===== config.mk =====
export PLATFORM = sky130hd
export DESIGN_NAME = swr_front
export DESIGN_NICKNAME = d
export VERILOG_FILES = /design/src/rtl/swr_pkg.sv /design/src/rtl/swr_front.sv
export SDC_FILE = /design/constraint.sdc
export NUM_CORES = 1
export LEC_CHECK = 0
export ABC_AREA = 0
export BUFFER_PORTS_ARGS = -buffer_cell sky130_fd_sc_hd__buf_2
export CAP_MARGIN = 20
export CORE_MARGIN = 2
export CORE_UTILIZATION = 51
export DETAILED_ROUTE_END_ITERATION = 16
export PLACE_DENSITY = 0.86
export SLEW_MARGIN = 0
export SYNTH_ARGS = -nofsm -noshare
export SYNTH_HDL_FRONTEND = slang
export SYNTH_SLANG_ARGS = --single-unit

===== constraint.sdc =====
create_clock -name clk -period 3 [get_ports clk]
set_clock_uncertainty 0.05 [all_clocks]
set_input_delay 0.6 -clock clk [delete_from_list [all_inputs] [get_ports clk]]
set_output_delay 0.6 -clock clk [all_outputs]
set_load 0.01 [all_outputs]

===== src/rtl/swr_pkg.sv =====
// Shared types, widths and reset constants for the slew-guided wordlength reducer.
// Used by swr_front, swr_engine and the top level; depends on nothing.
package swr_pkg;

  // Default history depth and intake queue size
  localparam int HISTORY_DEPTH_DEF = 128;
  localparam int QUEUE_DEPTH       = 2;
  localparam int LANES             = 2;

  // Field and register widths
  localparam int SAMPLE_W = 24;
  localparam int SCALE_W  = 40;
  localparam int SON_W    = 17;
  localparam int TAPS_W   = 7;
  localparam int GAIN_W   = 30;
  localparam int STEP_W   = 25;
  localparam int PROD_W   = 64;
  localparam int CFG_W    = 40;
  localparam int CIDX_W   = 2;

  // Register reset values
  localparam logic [SCALE_W-1:0] SCALE_RST = 40'h80_0000_0000;
  localparam logic [SON_W-1:0]   SON_RST   = 17'd53019;
  localparam logic [TAPS_W-1:0]  TAPS_RST  = 7'd17;
  localparam logic [GAIN_W-1:0]  GAIN_RST  = 30'd512;

  // Step clamp: the floor candidate tops out one below the largest 25-bit value
  localparam logic signed [STEP_W-1:0] STEP_TOP = 25'sd16777215;
  localparam logic signed [STEP_W-1:0] STEP_MAX = 25'sd16777214;

  // Output saturation limits
  localparam logic signed [46:0] OUT_MAX = 47'sd8388607;
  localparam logic signed [46:0] OUT_MIN = -47'sd8388608;

  typedef enum logic [CIDX_W-1:0] {
    REG_SCALE    = 2'd0,
    REG_SONORITY = 2'd1,
    REG_DELAY    = 2'd2,
    REG_GAIN     = 2'd3
  } cfg_reg_t;

  typedef struct packed {
    logic [SCALE_W-1:0] scale_factor;
    logic [SON_W-1:0]   sonority;
    logic [TAPS_W-1:0]  delay_taps;
    logic [GAIN_W-1:0]  output_gain;
  } cfg_t;

  // Stereo pair, left in the low bits
  typedef struct packed {
    logic signed [SAMPLE_W-1:0] right;
    logic signed [SAMPLE_W-1:0] left;
  } pair_t;

  // Head of the intake queue as seen by the engine
  typedef struct packed {
    logic  valid;
    pair_t data;
  } queue_out_t;

  typedef enum logic [2:0] {
    ST_IDLE,
    ST_MHI,
    ST_QNT,
    ST_DIFF,
    ST_PICK
  } eng_state_t;

endpackage


===== src/rtl/swr_front.sv =====
// Intake side: a short queue of accepted stereo pairs ahead of the engine.
// Depends on swr_pkg.
module swr_front
  import swr_pkg::*;
(
  input  logic       clk,
  input  logic       rst_n,
  input  logic       in_tvalid,
  output logic       in_tready,
  input  pair_t      in_pair,
  output queue_out_t q_head,
  input  logic       q_pop
);

  localparam int QW = (QUEUE_DEPTH > 1) ? $clog2(QUEUE_DEPTH) : 1;

  pair_t          entry_r [QUEUE_DEPTH];
  logic [QW-1:0]  wr_ptr_r, wr_ptr_nxt;
  logic [QW-1:0]  rd_ptr_r, rd_ptr_nxt;
  logic [QW:0]    count_r, count_nxt;
  logic           push;

  assign in_tready = (count_r != (QW+1)'(QUEUE_DEPTH));
  assign push      = in_tvalid && in_tready;

  // Pointer and fill bookkeeping
  always_comb begin
    wr_ptr_nxt = wr_ptr_r;
    rd_ptr_nxt = rd_ptr_r;
    if (push) begin
      wr_ptr_nxt = (wr_ptr_r == QW'(QUEUE_DEPTH-1)) ? '0 : wr_ptr_r + QW'(1);
    end
    if (q_pop) begin
      rd_ptr_nxt = (rd_ptr_r == QW'(QUEUE_DEPTH-1)) ? '0 : rd_ptr_r + QW'(1);
    end
    count_nxt = count_r + (QW+1)'(push) - (QW+1)'(q_pop);
  end

  always_ff @(posedge clk) begin
    if (!rst_n) begin
      wr_ptr_r <= '0;
      rd_ptr_r <= '0;
      count_r  <= '0;
    end else begin
      wr_ptr_r <= wr_ptr_nxt;
      rd_ptr_r <= rd_ptr_nxt;
      count_r  <= count_nxt;
    end
  end

  // Queue storage
  always_ff @(posedge clk) begin
    if (push) begin
      entry_r[wr_ptr_r] <= in_pair;
    end
  end

  assign q_head.valid = (count_r != '0);
  assign q_head.data  = entry_r[rd_ptr_r];

endmodule


==> results.json, run 1 <==
{
  "status": "complete, no violations",
  "yosysTopAreaCell": "edfxtp_1",
  "critPathMaxStageDelay_ns": 0.64,
  "initial_core_util_pct": 51.98,
  "slew_violations": 0,
  "nets": 340,
  "synth_enable_flop_cells": 96,
  "syn_nets": 230,
  "antennaDiodeCount": 0,
  "hold_depth": 1,
  "htreeDepth": 3,
  "slew_headroom_pct": 67.12,
  "setup_viol": 0,
  "reg2reg_from": "count_r[0]",
  "clock_sinks": 101,
  "hp-class": "primary input to flip-flop",
  "cts_resized": 0,
  "cts_tree": "yes",
  "fin_tns_setup_ns": 0,
  "nFillCells": 535,
  "yosysTopAreaCellShare_pct": 77.29,
  "synth_seq_cells": 101,
  "slowest_stage": "dfxtp_2",
  "pwr-share-clk_pct": 29.2,
  "fp.coreArea_um2": 7176,
  "routed_wl_mm": 5.945,
  "insertion_delay_ns": 0.35,
  "multi_input_area_um2": 700.7,
  "hp-start": "in_pair[31]",
  "crit_type": "flip-flop to output pin",
  "die_w_um": 89.52,
  "die_area_um2": 8014,
  "dieHeight_um": 89.52,
  "rows": 31,
  "yosysMostFrequentCell": "edfxtp_1",
  "cp_max_fo": 30,
  "tightest_slew_ns": 0.4932,
  "start_kind": "flip-flop",
  "viasPerCell": 4.926,
  "syn_area_per_cell_um2": 21.07,
  "max_freq_mhz": 408.2,
  "routedWlPerCell_um": 15.20,
  "holdBufCountCts": 0,
  "grt_start_max_net_pins": 31,
  "irDropWorstVdd_mv": 0.3889,
  "reg2regPathDepth": 3,
  "final-seq-area_um2": 2984,
  "drtAntennaViolNets": 0,
  "ys.flop_type": "edfxtp_1",
  "post-route-period-util_pct": 81.67,
  "synth_common_cells": "edfxtp_1 (96), mux2_2 (48), dfxtp_1 (5), and2_1 (3)",
  "vias": 1926,
  "synthArstFlopShare_pct": 0,
  "grt_pass1_vias": 1840,
  "dr.pass1.iters": 4,
  "drc_errors": 0,
  "synthCells": 177,
  "post_cts_buffers": 0,
  "synth_area_leaders": "edfxtp_1 (77%), mux2_2 (14%), dfxtp_1 (2.7%)",
  "dp.final_hpwl_mm": 4.107,
  "min_to": "entry_r[1][31]",
  "crit_required_ns": 2.35,
  "clockBufferDepth": 2,
  "yosys_warnings": 0,
  "dr.first_iter.drc_count": 76,
  "min_period_ns": 2.450,
  "hold_viol_final": 0,
  "drive_gt1_share_pct": 59.59,
  "p_per_area_nw_per_um2": 658.9,
  "p_leak_uw": 0.001729,
  "grt_first_pass_wirelength_mm": 8.590,
  "r2r_end": "entry_r[1][16]",
  "path_cells": "buf_12 -> mux2_2 -> buf_2",
  "place_congestion": 0.6652,
  "antenna_found_initial": 0,
  "io_pins": 102,
  "power_frac_comb_pct": 13.9,
  "io_buffers": 101,
  "critPathArrivalTime_ns": 1.80,
  "track_usage_pct": 15.25,
  "p_int_uw": 2295,
  "ys_types": 24,
  "p_sw_uw": 731.6,
  "seqPwrFrac_pct": 56.9,
  "endpoint_kind": "output pin",
  "root_buffer": "clkbuf_8",
  "drv_cap": 0,
  "syn_area_um2": 3730,
  "switching_share_pct": 24.17,
  "rsz0062_at_grt": "false",
  "cts_buffers": 9,
  "yosysSeqAreaShare_pct": 79.97,
  "overflow": 0,
  "cts.clk_slew.worst_paths_ns": 0.10,
  "fin_util_pct": 64.01,
  "reg2reg_slack_ns": 1.23,
  "syn_to_final_growth_pct": 23.15
}
## state kept, by name, summed over array words and instances (netlist names), named ones only
register  count
count_r       2
wr_ptr_r      1
entry_r      96
rd_ptr_r      1
## power by group through the flow
stage / Combinational, uW / Clock, uW / Sequential, uW
2_1_floorplan: 256 / 0 / 1740
3_3_place_gp: 419 / 0 / 1750
3_5_place_dp: 428 / 0 / 1760
4_1_cts: 430 / 906 / 1730
5_1_grt: 463 / 966 / 1740
6_report: 421 / 883 / 1720
## final cells by class
type | count | area share (%)
flip-flops and latches | 101 | 64.97
multi-input cells | 69 | 15.25
repair buffers | 104 | 12.31
clock buffers | 9 | 2.697
well taps | 99 | 2.697
clock inverters | 7 | 1.907
inverters | 2 | 0.1634
## critical path, delay by kind of cell (launching register included)
| kind | cells | cell delay [ns] |
|---|---|---|
| flops | 1 | 0.64 |
| buf+inv | 2 | 0.40 |
| mux | 1 | 0.37 |
## cells by family after synthesis
kind of cell	after synthesis	synth area share [%]
XOR/XNOR	2	0.4697
flip-flops	101	79.97
adder cells (fa/ha/maj)	1	0.3354
multiplexers	49	14.76
AND/OR/NAND/NOR	12	1.979
AO/OA/AOI/OAI	5	1.208
buffers and inverters	7	1.275
## per-stage QoR
| step | worst slack, ns | std cells | area [um^2] | power [uW] | hold slack (ns) |
|---|---|---|---|---|---|
| floorplan | 0.7258 | 177 | 3730 | 1996 | 0.4680 |
| global placement | 0.9400 | 375 | 4382 | 2167 | 0.5084 |
| detailed placement | 0.9270 | 375 | 4382 | 2186 | 0.5229 |
| CTS | 0.5236 | 391 | 4593 | 3062 | 0.3551 |
| global route | 0.4493 | 391 | 4593 | 3166 | 0.3444 |
| finish | 0.5500 | 391 | 4593 | 3026 | 0.3716 |
## layer usage
metal  wire (um)  global-route usage (%)  vias up
met1        2404                   16.92      933
met2        3024                   26.53       71
met3         436                   6.279       10
met5           0                       0        -
li1            -                       -      912
met4          79                   5.292        0
## cells in the final DEF, fill, tap and decap left out, types with 2 or more instances in the layout
cell / instances
dfxtp_1: 4
inv_6: 3
nand2_1: 2
clkbuf_8: 9
mux2_2: 48
and2_1: 3
nand3b_1: 2
buf_2: 101
buf_12: 3
edfxtp_1: 96
inv_8: 2
## how the worst max path moves through the flow
stage | startpoint | to | slack, ns | depth (start not counted)
3_5_place_dp | flip-flop | q_head[4] | 0.93 | 3
6_report | flip-flop | q_head[4] | 0.55 | 3
4_1_cts | flip-flop | q_head[4] | 0.52 | 3
3_3_place_gp | flip-flop | q_head[40] | 0.94 | 3
5_1_grt | flip-flop | q_head[40] | 0.45 | 3
2_1_floorplan | count_r[0] | entry_r[1][0] | 0.73 | 2
(Power assumes the default switching activity.)
==> inputs of run 2 (changes only) <==
- clock period: 3 -> 2.49 ns (I/O delays scaled with it)
==> results.json, run 2 (synthesized netlist as in run 1, its figures left out) <==
{
  "track_usage_pct": 14.78,
  "htreeDepth": 3,
  "die_area_um2": 8014,
  "rows": 31,
  "cp_num_buf_inv": 2,
  "setup_viol": 0,
  "largest_reg_flops": 96,
  "hp-class": "primary input to flip-flop",
  "irDropWorstVdd_mv": 0.4595,
  "slew_headroom_pct": 72.69,
  "cp_max_fo": 31,
  "antennaDiodeCount": 0,
  "dieHeight_um": 89.52,
  "io_pins": 102,
  "final_common_cell": "buf_2",
  "clock_sinks": 101,
  "clockBufferDepth": 2,
  "dp.final_hpwl_mm": 3.870,
  "max_freq_mhz": 462.7,
  "initial_core_util_pct": 51.98,
  "post_cts_buffers": 0,
  "crit_type": "flip-flop to output pin",
  "post-route-period-util_pct": 86.79,
  "cts_buffers": 9,
  "routedWlPerCell_um": 14.99,
  "nFillCells": 517,
  "dr.first_iter.drc_count": 87,
  "p_per_area_nw_per_um2": 801.1,
  "hold_viol_final": 0,
  "dp_cells": 377,
  "p_leak_uw": 0.001729,
  "die_w_um": 89.52,
  "drtAntennaViolNets": 0,
  "place_congestion": 0.6695,
  "endpoint_kind": "output pin",
  "root_buffer": "clkbuf_8",
  "path_cells": "buf_4 -> mux2_2 -> buf_2",
  "top_regs": "entry_r x96, count_r x2",
  "holdBufCountCts": 0,
  "cts_tree": "yes",
  "syn_to_final_growth_pct": 23.05,
  "dr.pass1.iters": 4,
  "critPathArrivalTime_ns": 1.61,
  "cts_resized": 0,
  "grt_first_pass_wirelength_mm": 8.493,
  "status": "complete, no violations",
  "overflow": 0,
  "drc_errors": 0,
  "drv_cap": 0,
  "stdcell_count": 392,
  "slew_violations": 0,
  "grt_start_max_net_pins": 49,
  "start_kind": "flip-flop",
  "vias": 1945,
  "largest-register": "entry_r",
  "routed_wl_mm": 5.877,
  "crit_required_ns": 1.94,
  "viasPerCell": 4.962,
  "antenna_found_initial": 0,
  "min_period_ns": 2.161,
  "tightest_slew_ns": 0.4096,
  "io_buffers": 101,
  "nets": 342,
  "final_cell_mix": "buf_2 (101), edfxtp_1 (96), mux2_2 (48)",
  "critical_path.top_delay_family": "buffers and inverters",
  "fin_tns_setup_ns": 0,
  "insertion_delay_ns": 0.34,
  "grt_pass1_vias": 1787,
  "critPathMaxStageDelay_ns": 0.41,
  "cts.clk_slew.worst_paths_ns": 0.09,
  "drive_gt1_share_pct": 59.73,
  "slowest_stage": "mux2_2",
  "fp.coreArea_um2": 7176,
  "rsz0062_at_grt": "false"
}
==> run 2: cell type report <==
class | count | area, um^2 | share of cell area, %
multi-input cells | 69 | 700.7 | 15.27
repair buffers | 106 | 555.5 | 12.10
clock inverters | 6 | 93.84 | 2.045
clock buffers | 9 | 123.9 | 2.699
flip-flops and latches | 101 | 2984 | 65.02
well taps | 99 | 123.9 | 2.699
inverters | 2 | 7.507 | 0.1636
==> run 2: worst paths after layout <==
| check | slack, ns | cells after the start | startpoint | to |
|---|---|---|---|---|
| min reg2reg | 0.54 | 2 | wr_ptr_r | wr_ptr_r |
| max | 0.33 | 3 | flip-flop | q_head[40] |
| max reg2reg | 0.86 | 7 | count_r[0] | count_r[1] |
| min | 0.28 | 1 | in_pair[43] | entry_r[0][43] |
==> run 2: layer usage <==
metal  vias up  wire length (um)  track usage [%]
met5         -                 0                0
met4         0                99            8.277
met3         8               420            4.986
met2        75              2890            24.11
met1       940              2466            17.17
li1        922                 -                -
==> run 2: power breakdown <==
| group | total, uW | switching (uW) | internal, uW |
|---|---|---|---|
| registers | 2060 | 35.4 | 2030 |
| clock network | 1100 | 534 | 569 |
| logic | 511 | 270 | 241 |
==> run 2: metrics by stage <==
stage	power [uW]	hold slack (ns)	worst slack (ns)	instance area (um^2)	utilization, %
floorplan	2405	0.4680	0.2158	3730	-
global placement	2606	0.5034	0.7222	4372	60.92
detailed placement	2623	0.5200	0.7090	4372	60.92
CTS	3728	0.2562	0.3032	4589	63.96
global route	3833	0.2553	0.2561	4589	63.96
finish	3677	0.2812	0.3289	4589	63.96
